--- config.mk ---
export PLATFORM = sky130hd
export DESIGN_NAME = waypoint_linear_interpolator
export DESIGN_NICKNAME = d
export VERILOG_FILES = /design/src/sv/wli_pkg.sv /design/src/sv/waypoint_linear_interpolator.sv
export SDC_FILE = /design/constraint.sdc
export NUM_CORES = 2
export LEC_CHECK = 0
export ABC_AREA = 1
export BUFFER_PORTS_ARGS = -buffer_cell sky130_fd_sc_hd__buf_2
export CELL_PAD_IN_SITES_DETAIL_PLACEMENT = 0
export CELL_PAD_IN_SITES_GLOBAL_PLACEMENT = 1
export CORE_AREA = 4 4 360 717
export CTS_CLUSTER_DIAMETER = 60
export CTS_CLUSTER_SIZE = 30
export DETAILED_ROUTE_END_ITERATION = 10
export DIE_AREA = 0 0 364 721
export PLACE_DENSITY = 0.53
export SETUP_SLACK_MARGIN = 0.2
export SKIP_CTS_REPAIR_TIMING = 1
export SLEW_MARGIN = 10
export SYNTH_ARGS = -nofsm -noshare
export SYNTH_HDL_FRONTEND = slang
export SYNTH_SLANG_ARGS = --single-unit
--- constraint.sdc ---
create_clock -name clk -period 10.23 [get_ports clk]
set_clock_uncertainty 0.1 [all_clocks]
set_input_delay 1.023 -clock clk [delete_from_list [all_inputs] [get_ports clk]]
set_output_delay 1.023 -clock clk [all_outputs]
set_load 0.01 [all_outputs]
--- src/sv/wli_pkg.sv ---
// ----------------------------------------------------------------------------
// wli_pkg
// Types and constants shared by the waypoint linear interpolator
// ----------------------------------------------------------------------------
package wli_pkg;

  localparam int MAX_STEPS = 64;

  localparam int COORD_W = 32;
  localparam int HEAD_W  = 16;
  localparam int PPM_W   = 10;
  localparam int DATA_W  = 2 * COORD_W + HEAD_W;

  localparam logic [PPM_W-1:0] PPM_RESET = 10'd20;

  // q16.16 fraction bits dropped from the length product
  localparam int FRAC_W = 16;

  // operand bits of the square step, unsaturated deltas stay below 2^31
  localparam int SQ_OP_W  = COORD_W - 1;
  localparam int SQ_ACC_W = 2 * SQ_OP_W + 1;

  // root digits, two radicand bits per digit
  localparam int ROOT_W   = COORD_W;
  localparam int RAD_W    = 2 * ROOT_W;
  localparam int RREM_W   = ROOT_W + 2;

  localparam int MUL_W    = ROOT_W + PPM_W;
  localparam int TOP_W    = MUL_W - FRAC_W;

  localparam int N_W      = $clog2(MAX_STEPS + 1);
  localparam int J_W      = $clog2(MAX_STEPS - 1);
  localparam int IT_W     = 5;

  localparam logic [IT_W-1:0] SQ_LAST   = IT_W'(SQ_OP_W - 1);
  localparam logic [IT_W-1:0] ROOT_LAST = IT_W'(ROOT_W - 1);
  localparam logic [IT_W-1:0] MUL_LAST  = IT_W'(PPM_W - 1);
  localparam logic [IT_W-1:0] DIV_LAST  = IT_W'(COORD_W - 1);

  localparam logic [N_W-1:0] N_MAX  = N_W'(MAX_STEPS);
  localparam logic [N_W-1:0] N_MIN  = N_W'(3);

  typedef enum logic [2:0] {
    S_IDLE,
    S_SQR,
    S_ROOT,
    S_MUL,
    S_DIV,
    S_HEAD,
    S_STEP,
    S_END
  } state_t;

endpackage

--- src/sv/waypoint_linear_interpolator.sv ---
// ----------------------------------------------------------------------------
// waypoint_linear_interpolator
// Fills each segment between successive waypoints with evenly spaced points
//
//   channel  direction  tdata                        tlast        tuser
//   in_      slave      x_pos, y_pos, heading        end_of_path  -
//   out_     master     x_out, y_out, heading_out    run_last     path_end
//   cfg_     write      points_per_meter             -            -
//
// an item with no held point is stored; with tlast an end-of-path result follows
// a segment runs square, root, scale and divide, then gives one result per cycle
//   while out_tready allows; a very long segment skips square, root and scale,
//   a short one skips the divide and zero points_per_meter skips all four
// the square, root, scale and divide units are bit-serial
// out_tready low holds the result register and the block waits on it
// reset clears the held point and sets points_per_meter to 20
// ----------------------------------------------------------------------------
module waypoint_linear_interpolator (
  input  logic                        clk,
  input  logic                        rst_n,

  input  logic                        in_tvalid,
  output logic                        in_tready,
  // x_pos [31:0], y_pos [63:32], heading [79:64]
  input  logic [wli_pkg::DATA_W-1:0]  in_tdata,
  input  logic                        in_tlast,

  output logic                        out_tvalid,
  input  logic                        out_tready,
  // x_out [31:0], y_out [63:32], heading_out [79:64]
  output logic [wli_pkg::DATA_W-1:0]  out_tdata,
  output logic                        out_tlast,
  // path_end
  output logic                        out_tuser,

  input  logic                        cfg_we,
  input  logic [wli_pkg::PPM_W-1:0]   cfg_wdata
);

  localparam int CW = wli_pkg::COORD_W;
  localparam int HW = wli_pkg::HEAD_W;
  localparam int NW = wli_pkg::N_W;

  wli_pkg::state_t state_r, state_nxt;

  logic [wli_pkg::PPM_W-1:0]    ppm_r;
  logic [CW-1:0]                prev_x_r, prev_y_r, seg_x_r, seg_y_r;
  logic [HW-1:0]                prev_h_r, seg_h_r;
  logic                         have_prev_r, eop_r;
  logic [CW-1:0]                ax_r, ay_r;
  logic                         sx_r, sy_r;
  logic [wli_pkg::IT_W-1:0]     it_r;

  logic [wli_pkg::SQ_OP_W-1:0]  mr_x_r, mr_y_r;
  logic [2*wli_pkg::SQ_OP_W-1:0] md_x_r, md_y_r;
  logic [wli_pkg::SQ_ACC_W-1:0] sq_acc_r, sq_acc_nxt;

  logic [wli_pkg::RAD_W-1:0]    rad_r;
  logic [wli_pkg::RREM_W-1:0]   rrem_r, rrem_nxt;
  logic [wli_pkg::ROOT_W-1:0]   root_r, root_nxt;
  logic [wli_pkg::RREM_W+1:0]   rt_cur, rt_trial;

  logic [wli_pkg::PPM_W-1:0]    mm_r;
  logic [wli_pkg::MUL_W-1:0]    mmd_r, macc_r, macc_nxt;
  logic [wli_pkg::TOP_W-1:0]    len_top;
  logic [NW-1:0]                n_calc, n_r;

  logic [CW-1:0]                dq_x_r, dq_y_r, dq_x_nxt, dq_y_nxt;
  logic [NW-1:0]                dr_x_r, dr_y_r, dr_x_nxt, dr_y_nxt;
  logic [NW:0]                  dt_x, dt_y;

  logic [CW-1:0]                iq_x_r, iq_y_r;
  logic [NW-1:0]                ir_x_r, ir_y_r;
  logic [NW:0]                  is_x, is_y;
  logic                         ic_x, ic_y;
  logic [wli_pkg::J_W-1:0]      j_r;
  logic                         j_done;

  logic [CW:0]                  in_dx, in_dy;
  logic [CW-1:0]                in_ax, in_ay;
  logic                         in_fire, slot_free, load_out;

  logic [CW-1:0]                o_x, o_y, step_x, step_y;
  logic [HW-1:0]                o_h;
  logic                         o_last, o_pend;

  logic                         out_valid_r, out_last_r, out_pend_r;
  logic [CW-1:0]                out_x_r, out_y_r;
  logic [HW-1:0]                out_h_r;

  // input decode
  always_comb begin
    in_dx = {in_tdata[CW-1], in_tdata[CW-1:0]} - {prev_x_r[CW-1], prev_x_r};
    in_dy = {in_tdata[2*CW-1], in_tdata[2*CW-1:CW]} - {prev_y_r[CW-1], prev_y_r};
    in_ax = in_dx[CW] ? CW'(-in_dx) : in_dx[CW-1:0];
    in_ay = in_dy[CW] ? CW'(-in_dy) : in_dy[CW-1:0];
  end

  assign in_fire   = in_tvalid && in_tready;
  assign slot_free = !out_valid_r || out_tready;

  // serial units
  always_comb begin
    sq_acc_nxt = sq_acc_r
               + (mr_x_r[0] ? {1'b0, md_x_r} : '0)
               + (mr_y_r[0] ? {1'b0, md_y_r} : '0);

    rt_cur   = {rrem_r, rad_r[wli_pkg::RAD_W-1 -: 2]};
    rt_trial = {2'b00, root_r, 2'b01};
    if (rt_cur >= rt_trial) begin
      rrem_nxt = wli_pkg::RREM_W'(rt_cur - rt_trial);
      root_nxt = {root_r[wli_pkg::ROOT_W-2:0], 1'b1};
    end else begin
      rrem_nxt = wli_pkg::RREM_W'(rt_cur);
      root_nxt = {root_r[wli_pkg::ROOT_W-2:0], 1'b0};
    end

    macc_nxt = macc_r + (mm_r[0] ? mmd_r : '0);
    len_top  = macc_nxt[wli_pkg::MUL_W-1:wli_pkg::FRAC_W];
    n_calc   = (len_top > wli_pkg::TOP_W'(wli_pkg::MAX_STEPS)) ? wli_pkg::N_MAX
                                                               : len_top[NW-1:0];

    dt_x = {dr_x_r, dq_x_r[CW-1]};
    dt_y = {dr_y_r, dq_y_r[CW-1]};
    if (dt_x >= {1'b0, n_r}) begin
      dr_x_nxt = NW'(dt_x - {1'b0, n_r});
      dq_x_nxt = {dq_x_r[CW-2:0], 1'b1};
    end else begin
      dr_x_nxt = dt_x[NW-1:0];
      dq_x_nxt = {dq_x_r[CW-2:0], 1'b0};
    end
    if (dt_y >= {1'b0, n_r}) begin
      dr_y_nxt = NW'(dt_y - {1'b0, n_r});
      dq_y_nxt = {dq_y_r[CW-2:0], 1'b1};
    end else begin
      dr_y_nxt = dt_y[NW-1:0];
      dq_y_nxt = {dq_y_r[CW-2:0], 1'b0};
    end

    is_x = {1'b0, ir_x_r} + {1'b0, dr_x_r};
    is_y = {1'b0, ir_y_r} + {1'b0, dr_y_r};
    ic_x = is_x >= {1'b0, n_r};
    ic_y = is_y >= {1'b0, n_r};

    step_x = sx_r ? seg_x_r - iq_x_r : seg_x_r + iq_x_r;
    step_y = sy_r ? seg_y_r - iq_y_r : seg_y_r + iq_y_r;
    j_done = NW'(j_r) == n_r - wli_pkg::N_MIN;
  end

  // next state
  always_comb begin
    state_nxt = state_r;
    unique case (state_r)
      wli_pkg::S_IDLE: begin
        if (in_fire) begin
          if (have_prev_r) begin
            if (ppm_r == '0) begin
              state_nxt = wli_pkg::S_HEAD;
            end else if (in_ax[CW-1] || in_ay[CW-1]) begin
              state_nxt = wli_pkg::S_DIV;
            end else begin
              state_nxt = wli_pkg::S_SQR;
            end
          end else if (in_tlast) begin
            state_nxt = wli_pkg::S_END;
          end
        end
      end
      wli_pkg::S_SQR: begin
        if (it_r == wli_pkg::SQ_LAST) state_nxt = wli_pkg::S_ROOT;
      end
      wli_pkg::S_ROOT: begin
        if (it_r == wli_pkg::ROOT_LAST) state_nxt = wli_pkg::S_MUL;
      end
      wli_pkg::S_MUL: begin
        if (it_r == wli_pkg::MUL_LAST) begin
          state_nxt = (n_calc >= wli_pkg::N_MIN) ? wli_pkg::S_DIV : wli_pkg::S_HEAD;
        end
      end
      wli_pkg::S_DIV: begin
        if (it_r == wli_pkg::DIV_LAST) state_nxt = wli_pkg::S_HEAD;
      end
      wli_pkg::S_HEAD: begin
        if (slot_free) begin
          if (n_r >= wli_pkg::N_MIN) state_nxt = wli_pkg::S_STEP;
          else if (eop_r)            state_nxt = wli_pkg::S_END;
          else                       state_nxt = wli_pkg::S_IDLE;
        end
      end
      wli_pkg::S_STEP: begin
        if (slot_free && j_done) begin
          state_nxt = eop_r ? wli_pkg::S_END : wli_pkg::S_IDLE;
        end
      end
      wli_pkg::S_END: begin
        if (slot_free) state_nxt = wli_pkg::S_IDLE;
      end
      default: state_nxt = wli_pkg::S_IDLE;
    endcase
  end

  // fsm outputs
  always_comb begin
    in_tready = 1'b0;
    load_out  = 1'b0;
    o_x       = seg_x_r;
    o_y       = seg_y_r;
    o_h       = seg_h_r;
    o_last    = 1'b0;
    o_pend    = 1'b0;
    unique case (state_r)
      wli_pkg::S_IDLE: in_tready = 1'b1;
      wli_pkg::S_HEAD: begin
        load_out = slot_free;
        o_last   = (n_r < wli_pkg::N_MIN) && !eop_r;
      end
      wli_pkg::S_STEP: begin
        load_out = slot_free;
        o_x      = step_x;
        o_y      = step_y;
        o_last   = j_done && !eop_r;
      end
      wli_pkg::S_END: begin
        load_out = slot_free;
        o_x      = prev_x_r;
        o_y      = prev_y_r;
        o_h      = prev_h_r;
        o_last   = 1'b1;
        o_pend   = 1'b1;
      end
      default: ;
    endcase
  end

  // control registers
  always_ff @(posedge clk) begin
    if (!rst_n) begin
      state_r     <= wli_pkg::S_IDLE;
      ppm_r       <= wli_pkg::PPM_RESET;
      have_prev_r <= 1'b0;
      prev_x_r    <= '0;
      prev_y_r    <= '0;
      prev_h_r    <= '0;
      out_valid_r <= 1'b0;
      it_r        <= '0;
    end else begin
      state_r <= state_nxt;
      it_r    <= (state_nxt != state_r) ? '0 : it_r + 1'b1;
      if (cfg_we) ppm_r <= cfg_wdata;
      if (in_fire) begin
        have_prev_r <= !in_tlast;
        prev_x_r    <= in_tdata[CW-1:0];
        prev_y_r    <= in_tdata[2*CW-1:CW];
        prev_h_r    <= in_tdata[wli_pkg::DATA_W-1:2*CW];
      end
      if (load_out)        out_valid_r <= 1'b1;
      else if (out_tready) out_valid_r <= 1'b0;
    end
  end

  // datapath
  always_ff @(posedge clk) begin
    unique case (state_r)
      wli_pkg::S_IDLE: begin
        if (in_fire) begin
          seg_x_r  <= prev_x_r;
          seg_y_r  <= prev_y_r;
          seg_h_r  <= prev_h_r;
          eop_r    <= in_tlast;
          ax_r     <= in_ax;
          ay_r     <= in_ay;
          sx_r     <= in_dx[CW];
          sy_r     <= in_dy[CW];
          mr_x_r   <= in_ax[wli_pkg::SQ_OP_W-1:0];
          mr_y_r   <= in_ay[wli_pkg::SQ_OP_W-1:0];
          md_x_r   <= {{wli_pkg::SQ_OP_W{1'b0}}, in_ax[wli_pkg::SQ_OP_W-1:0]};
          md_y_r   <= {{wli_pkg::SQ_OP_W{1'b0}}, in_ay[wli_pkg::SQ_OP_W-1:0]};
          sq_acc_r <= '0;
          n_r      <= (ppm_r == '0) ? '0 : wli_pkg::N_MAX;
          dq_x_r   <= in_ax;
          dq_y_r   <= in_ay;
          dr_x_r   <= '0;
          dr_y_r   <= '0;
        end
      end
      wli_pkg::S_SQR: begin
        sq_acc_r <= sq_acc_nxt;
        mr_x_r   <= mr_x_r >> 1;
        mr_y_r   <= mr_y_r >> 1;
        md_x_r   <= md_x_r << 1;
        md_y_r   <= md_y_r << 1;
        rad_r    <= {1'b0, sq_acc_nxt};
        rrem_r   <= '0;
        root_r   <= '0;
      end
      wli_pkg::S_ROOT: begin
        rad_r  <= rad_r << 2;
        rrem_r <= rrem_nxt;
        root_r <= root_nxt;
        mm_r   <= ppm_r;
        mmd_r  <= {{wli_pkg::PPM_W{1'b0}}, root_nxt};
        macc_r <= '0;
      end
      wli_pkg::S_MUL: begin
        macc_r <= macc_nxt;
        mm_r   <= mm_r >> 1;
        mmd_r  <= mmd_r << 1;
        n_r    <= n_calc;
        dq_x_r <= ax_r;
        dq_y_r <= ay_r;
        dr_x_r <= '0;
        dr_y_r <= '0;
      end
      wli_pkg::S_DIV: begin
        dq_x_r <= dq_x_nxt;
        dq_y_r <= dq_y_nxt;
        dr_x_r <= dr_x_nxt;
        dr_y_r <= dr_y_nxt;
        iq_x_r <= '0;
        iq_y_r <= '0;
        ir_x_r <= '0;
        ir_y_r <= '0;
        j_r    <= '0;
      end
      wli_pkg::S_STEP: begin
        if (slot_free) begin
          ir_x_r <= ic_x ? NW'(is_x - {1'b0, n_r}) : is_x[NW-1:0];
          ir_y_r <= ic_y ? NW'(is_y - {1'b0, n_r}) : is_y[NW-1:0];
          iq_x_r <= iq_x_r + dq_x_r + CW'(ic_x);
          iq_y_r <= iq_y_r + dq_y_r + CW'(ic_y);
          j_r    <= j_r + 1'b1;
        end
      end
      default: ;
    endcase
    if (load_out) begin
      out_x_r    <= o_x;
      out_y_r    <= o_y;
      out_h_r    <= o_h;
      out_last_r <= o_last;
      out_pend_r <= o_pend;
    end
  end

  assign out_tvalid = out_valid_r;
  assign out_tdata  = {out_h_r, out_y_r, out_x_r};
  assign out_tlast  = out_last_r;
  assign out_tuser  = out_pend_r;

  a_step_count: assert property (@(posedge clk) disable iff (!rst_n)
    (state_r == wli_pkg::S_STEP) |-> (n_r >= wli_pkg::N_MIN && n_r <= wli_pkg::N_MAX))
    else $error("step count out of range while emitting");

  a_step_index: assert property (@(posedge clk) disable iff (!rst_n)
    (state_r == wli_pkg::S_STEP) |-> (NW'(j_r) <= n_r - wli_pkg::N_MIN))
    else $error("point index beyond segment");

  a_rem_bound: assert property (@(posedge clk) disable iff (!rst_n)
    (state_r == wli_pkg::S_STEP) |-> (ir_x_r < n_r && ir_y_r < n_r &&
                                      dr_x_r < n_r && dr_y_r < n_r))
    else $error("step remainder not reduced");

  a_end_is_last: assert property (@(posedge clk) disable iff (!rst_n)
    (out_tvalid && out_tuser) |-> out_tlast)
    else $error("path end item not closing its run");

  a_eop_clears: assert property (@(posedge clk) disable iff (!rst_n)
    (in_fire && in_tlast) |=> !have_prev_r)
    else $error("held point kept after end of path");

endmodule
==> flow_summary.ini <==
[worst_setup_path]
cp_data_required_time_ns = 10.62
crit_type = flop to flop
cp-start-kind = flop
crit_top_cell = nand2_1
cp_num_buf_inv = 3
crit_path_top_delay_cell = fa_1
crit_arrival_ns = 6.95
crit_path_max_incr_delay_ns = 0.52
cp-end-kind = flop
cp_top_family = compound AO/OA/AOI/OAI gates
crit_path_max_fanout = 13

[floorplan]
dieWidth_um = 364
die_area_sq_mm = 0.262
die_h_um = 721
initial_core_util_pct = 25.0
io_pins = 180
core_sq_mm = 0.252
core.rowCount = 261

[routing]
via_per_inst = 4.62
drc = 0
drtIter0Drc = 2989
final_antenna_net_count = 0
post_drt_wl_per_cell_um = 21.1
drtPass1Iterations = 8
num_vias = 51200
drt_wl_total_um = 234000

[yosys]
synth_edf_count = 871
synth_area_leaders = edfxtp_1 (42%), nand2_1 (11%), ha_1 (7.4%)
ys_seq_area_share_pct = 44.7
syn_area_per_cell_sq_um = 8.28
synth_nets = 8152
synth-seq-cells = 971
ys_warn_count = 0
yosysUniqueCellTypes = 69
synthFlopType = edfxtp_1
synth_area_sq_mm = 0.0630
synth_largest_area_cell = edfxtp_1
async_flop_share_pct = 0
yosysTopAreaCellShare_pct = 41.5
netlist_instances = 7604

[timing]
slew_violations = 0
final.period_utilization_pct = 64.1
fin_setup_tns_ns = 0
final.min_clock_period_ns = 6.56
hold_viol_final = 0
fmax_mhz = 152
slew_headroom_pct = 25.9
worst_slew_pin_slew_ns = 1.10
worst_slack_ns = 3.67
setup_viol = 0
rsz0062_at_grt = no

[global_route]
antenna_found_initial = 17
grt_first_pass_wirelength_um = 343000
grt_max_degree = 152
grtUsageMet2_pct = 36.3
overflow = 0
grt_pass1_vias = 53600
top_usage_layer = met2
gr-usage-met3_pct = 1.59
track_usage_pct = 17.5
grt_use_met1_pct = 16.6

[clock_tree]
cts_buffers = 87
htreeDepth = 3
cts_max_path_buffers = 3
cts_tree = built
cts.sinks = 971
cts_root_buf = clkbuf_16
cts.clk_slew.worst_paths_ns = 0.11
clock_latency_ns = 0.75

[cells_and_area]
fillerInstances = 27300
area_growth_pct = 12.6
drive_above_1_share_pct = 6.99
final_cells = 11100
finalNetCount = 8270

[placement]
dpl.hpwl_um = 184000
place_inst = 10900
portBuffers = 179
gp_routability_congestion = 0.884
pre_cts_ws_ns = 3.63

[job]
drv_cap = 0

[outcome]
outcome = completed

[min_path]
min_path_type = flop to flop
==> cell type report <==
class,instances,area [sq um],area share [%]
flip-flops and latches,971,28200,39.7
repair buffers,223,1240,1.75
well taps,3287,4110,5.80
clock inverters,73,1020,1.43
clock buffers,89,2210,3.11
diodes,3,7.51,0.0106
inverters,1123,4230,5.97
multi-input cells,5316,30000,42.2
==> final timing paths <==
path / start / end / slack [ns] / cells after the start
worst max-delay path: dr_y_r[0] / iq_y_r[30] / 3.67 / 32
worst min-delay path: prev_x_r[10] / seg_x_r[10] / 0.29 / 0
worst max register to register: dr_y_r[0] / iq_y_r[30] / 3.67 / 32
worst min register to register: prev_x_r[10] / seg_x_r[10] / 0.29 / 0
==> logic make-up after synthesis <==
logic type / count (synthesis) / synth area share [%]
xor+xnor: 294 / 4.21
fa+ha+maj: 452 / 9.91
compound gates: 1537 / 13.7
buf+inv: 1317 / 7.89
flops: 971 / 44.7
simple gates: 3033 / 19.6
==> routing by layer <==
metal | routed length (um) | part of all wire [%]
met4 | 12800 | 5.5
met2 | 135000 | 58
met3 | 5600 | 2.4
met1 | 80500 | 34
met5 | 49 | 0.021
==> cells in the final DEF, fill, tap and decap left out, drive strengths merged, types with 115 or more instances in the layout <==
cell    instances
a21oi         631
nor2          692
buf           223
edfxtp        871
xnor2         115
inv          1163
nand2        1934
ha            374
o21ai         539
xor2          179
nand3         188
==> sequential cells by signal, summed over array words and instances (netlist names), 34 cells and up <==
register  flops
md_y_r       62
rad_r        64
macc_r       42
md_x_r       62
rrem_r       34
sq_acc_r     63
mmd_r        42
==> worst register-to-register path, delay by kind of cell (launching register included) <==
kind | cells | cell delay (ns)
AO/OA/AOI/OAI | 12 | 2.32
adder cells (fa/ha/maj) | 5 | 1.92
AND/OR/NAND/NOR | 11 | 1.23
flip-flops | 1 | 0.44
buffers and inverters | 3 | 0.17
XOR/XNOR | 1 | 0.16
==> stage by stage <==
| step | util, % | area [sq um] | hold slack (ns) |
|---|---|---|---|
| 3_5_place_dp | 26.8 | 67700 | 0.313 |
| 5_1_grt | 28.1 | 70900 | 0.288 |
| 3_3_place_gp | 26.8 | 67700 | 0.309 |
| 4_1_cts | 28.1 | 70900 | 0.294 |
| 6_report | 28.1 | 70900 | 0.290 |
| 2_1_floorplan | - | 63000 | 0.308 |
==> synthesized netlist by cell type (18+ instances only) <==
library cell and count:
nor2_1 673, o21a_1 54, nand4_1 55, nor4_1 22
o21ai_1 34, xor2_1 177, a21oi_1 630, xnor2_1 107
nor3_1 71, nand2_2 30, a22oi_1 53, a31oi_1 71
dfxtp_1 100, o221ai_1 21, inv_1 1081, o211ai_1 51
o21bai_1 30, edfxtp_1 871, inv_2 38, o21ai_0 499
nand3_1 180, ha_1 374, a21o_1 18, clkbuf_1 167
nand2_1 1904, fa_1 78
Power is not shown: default switching activity piles up to over one toggle a cycle in this logic, so the estimate is an artifact.
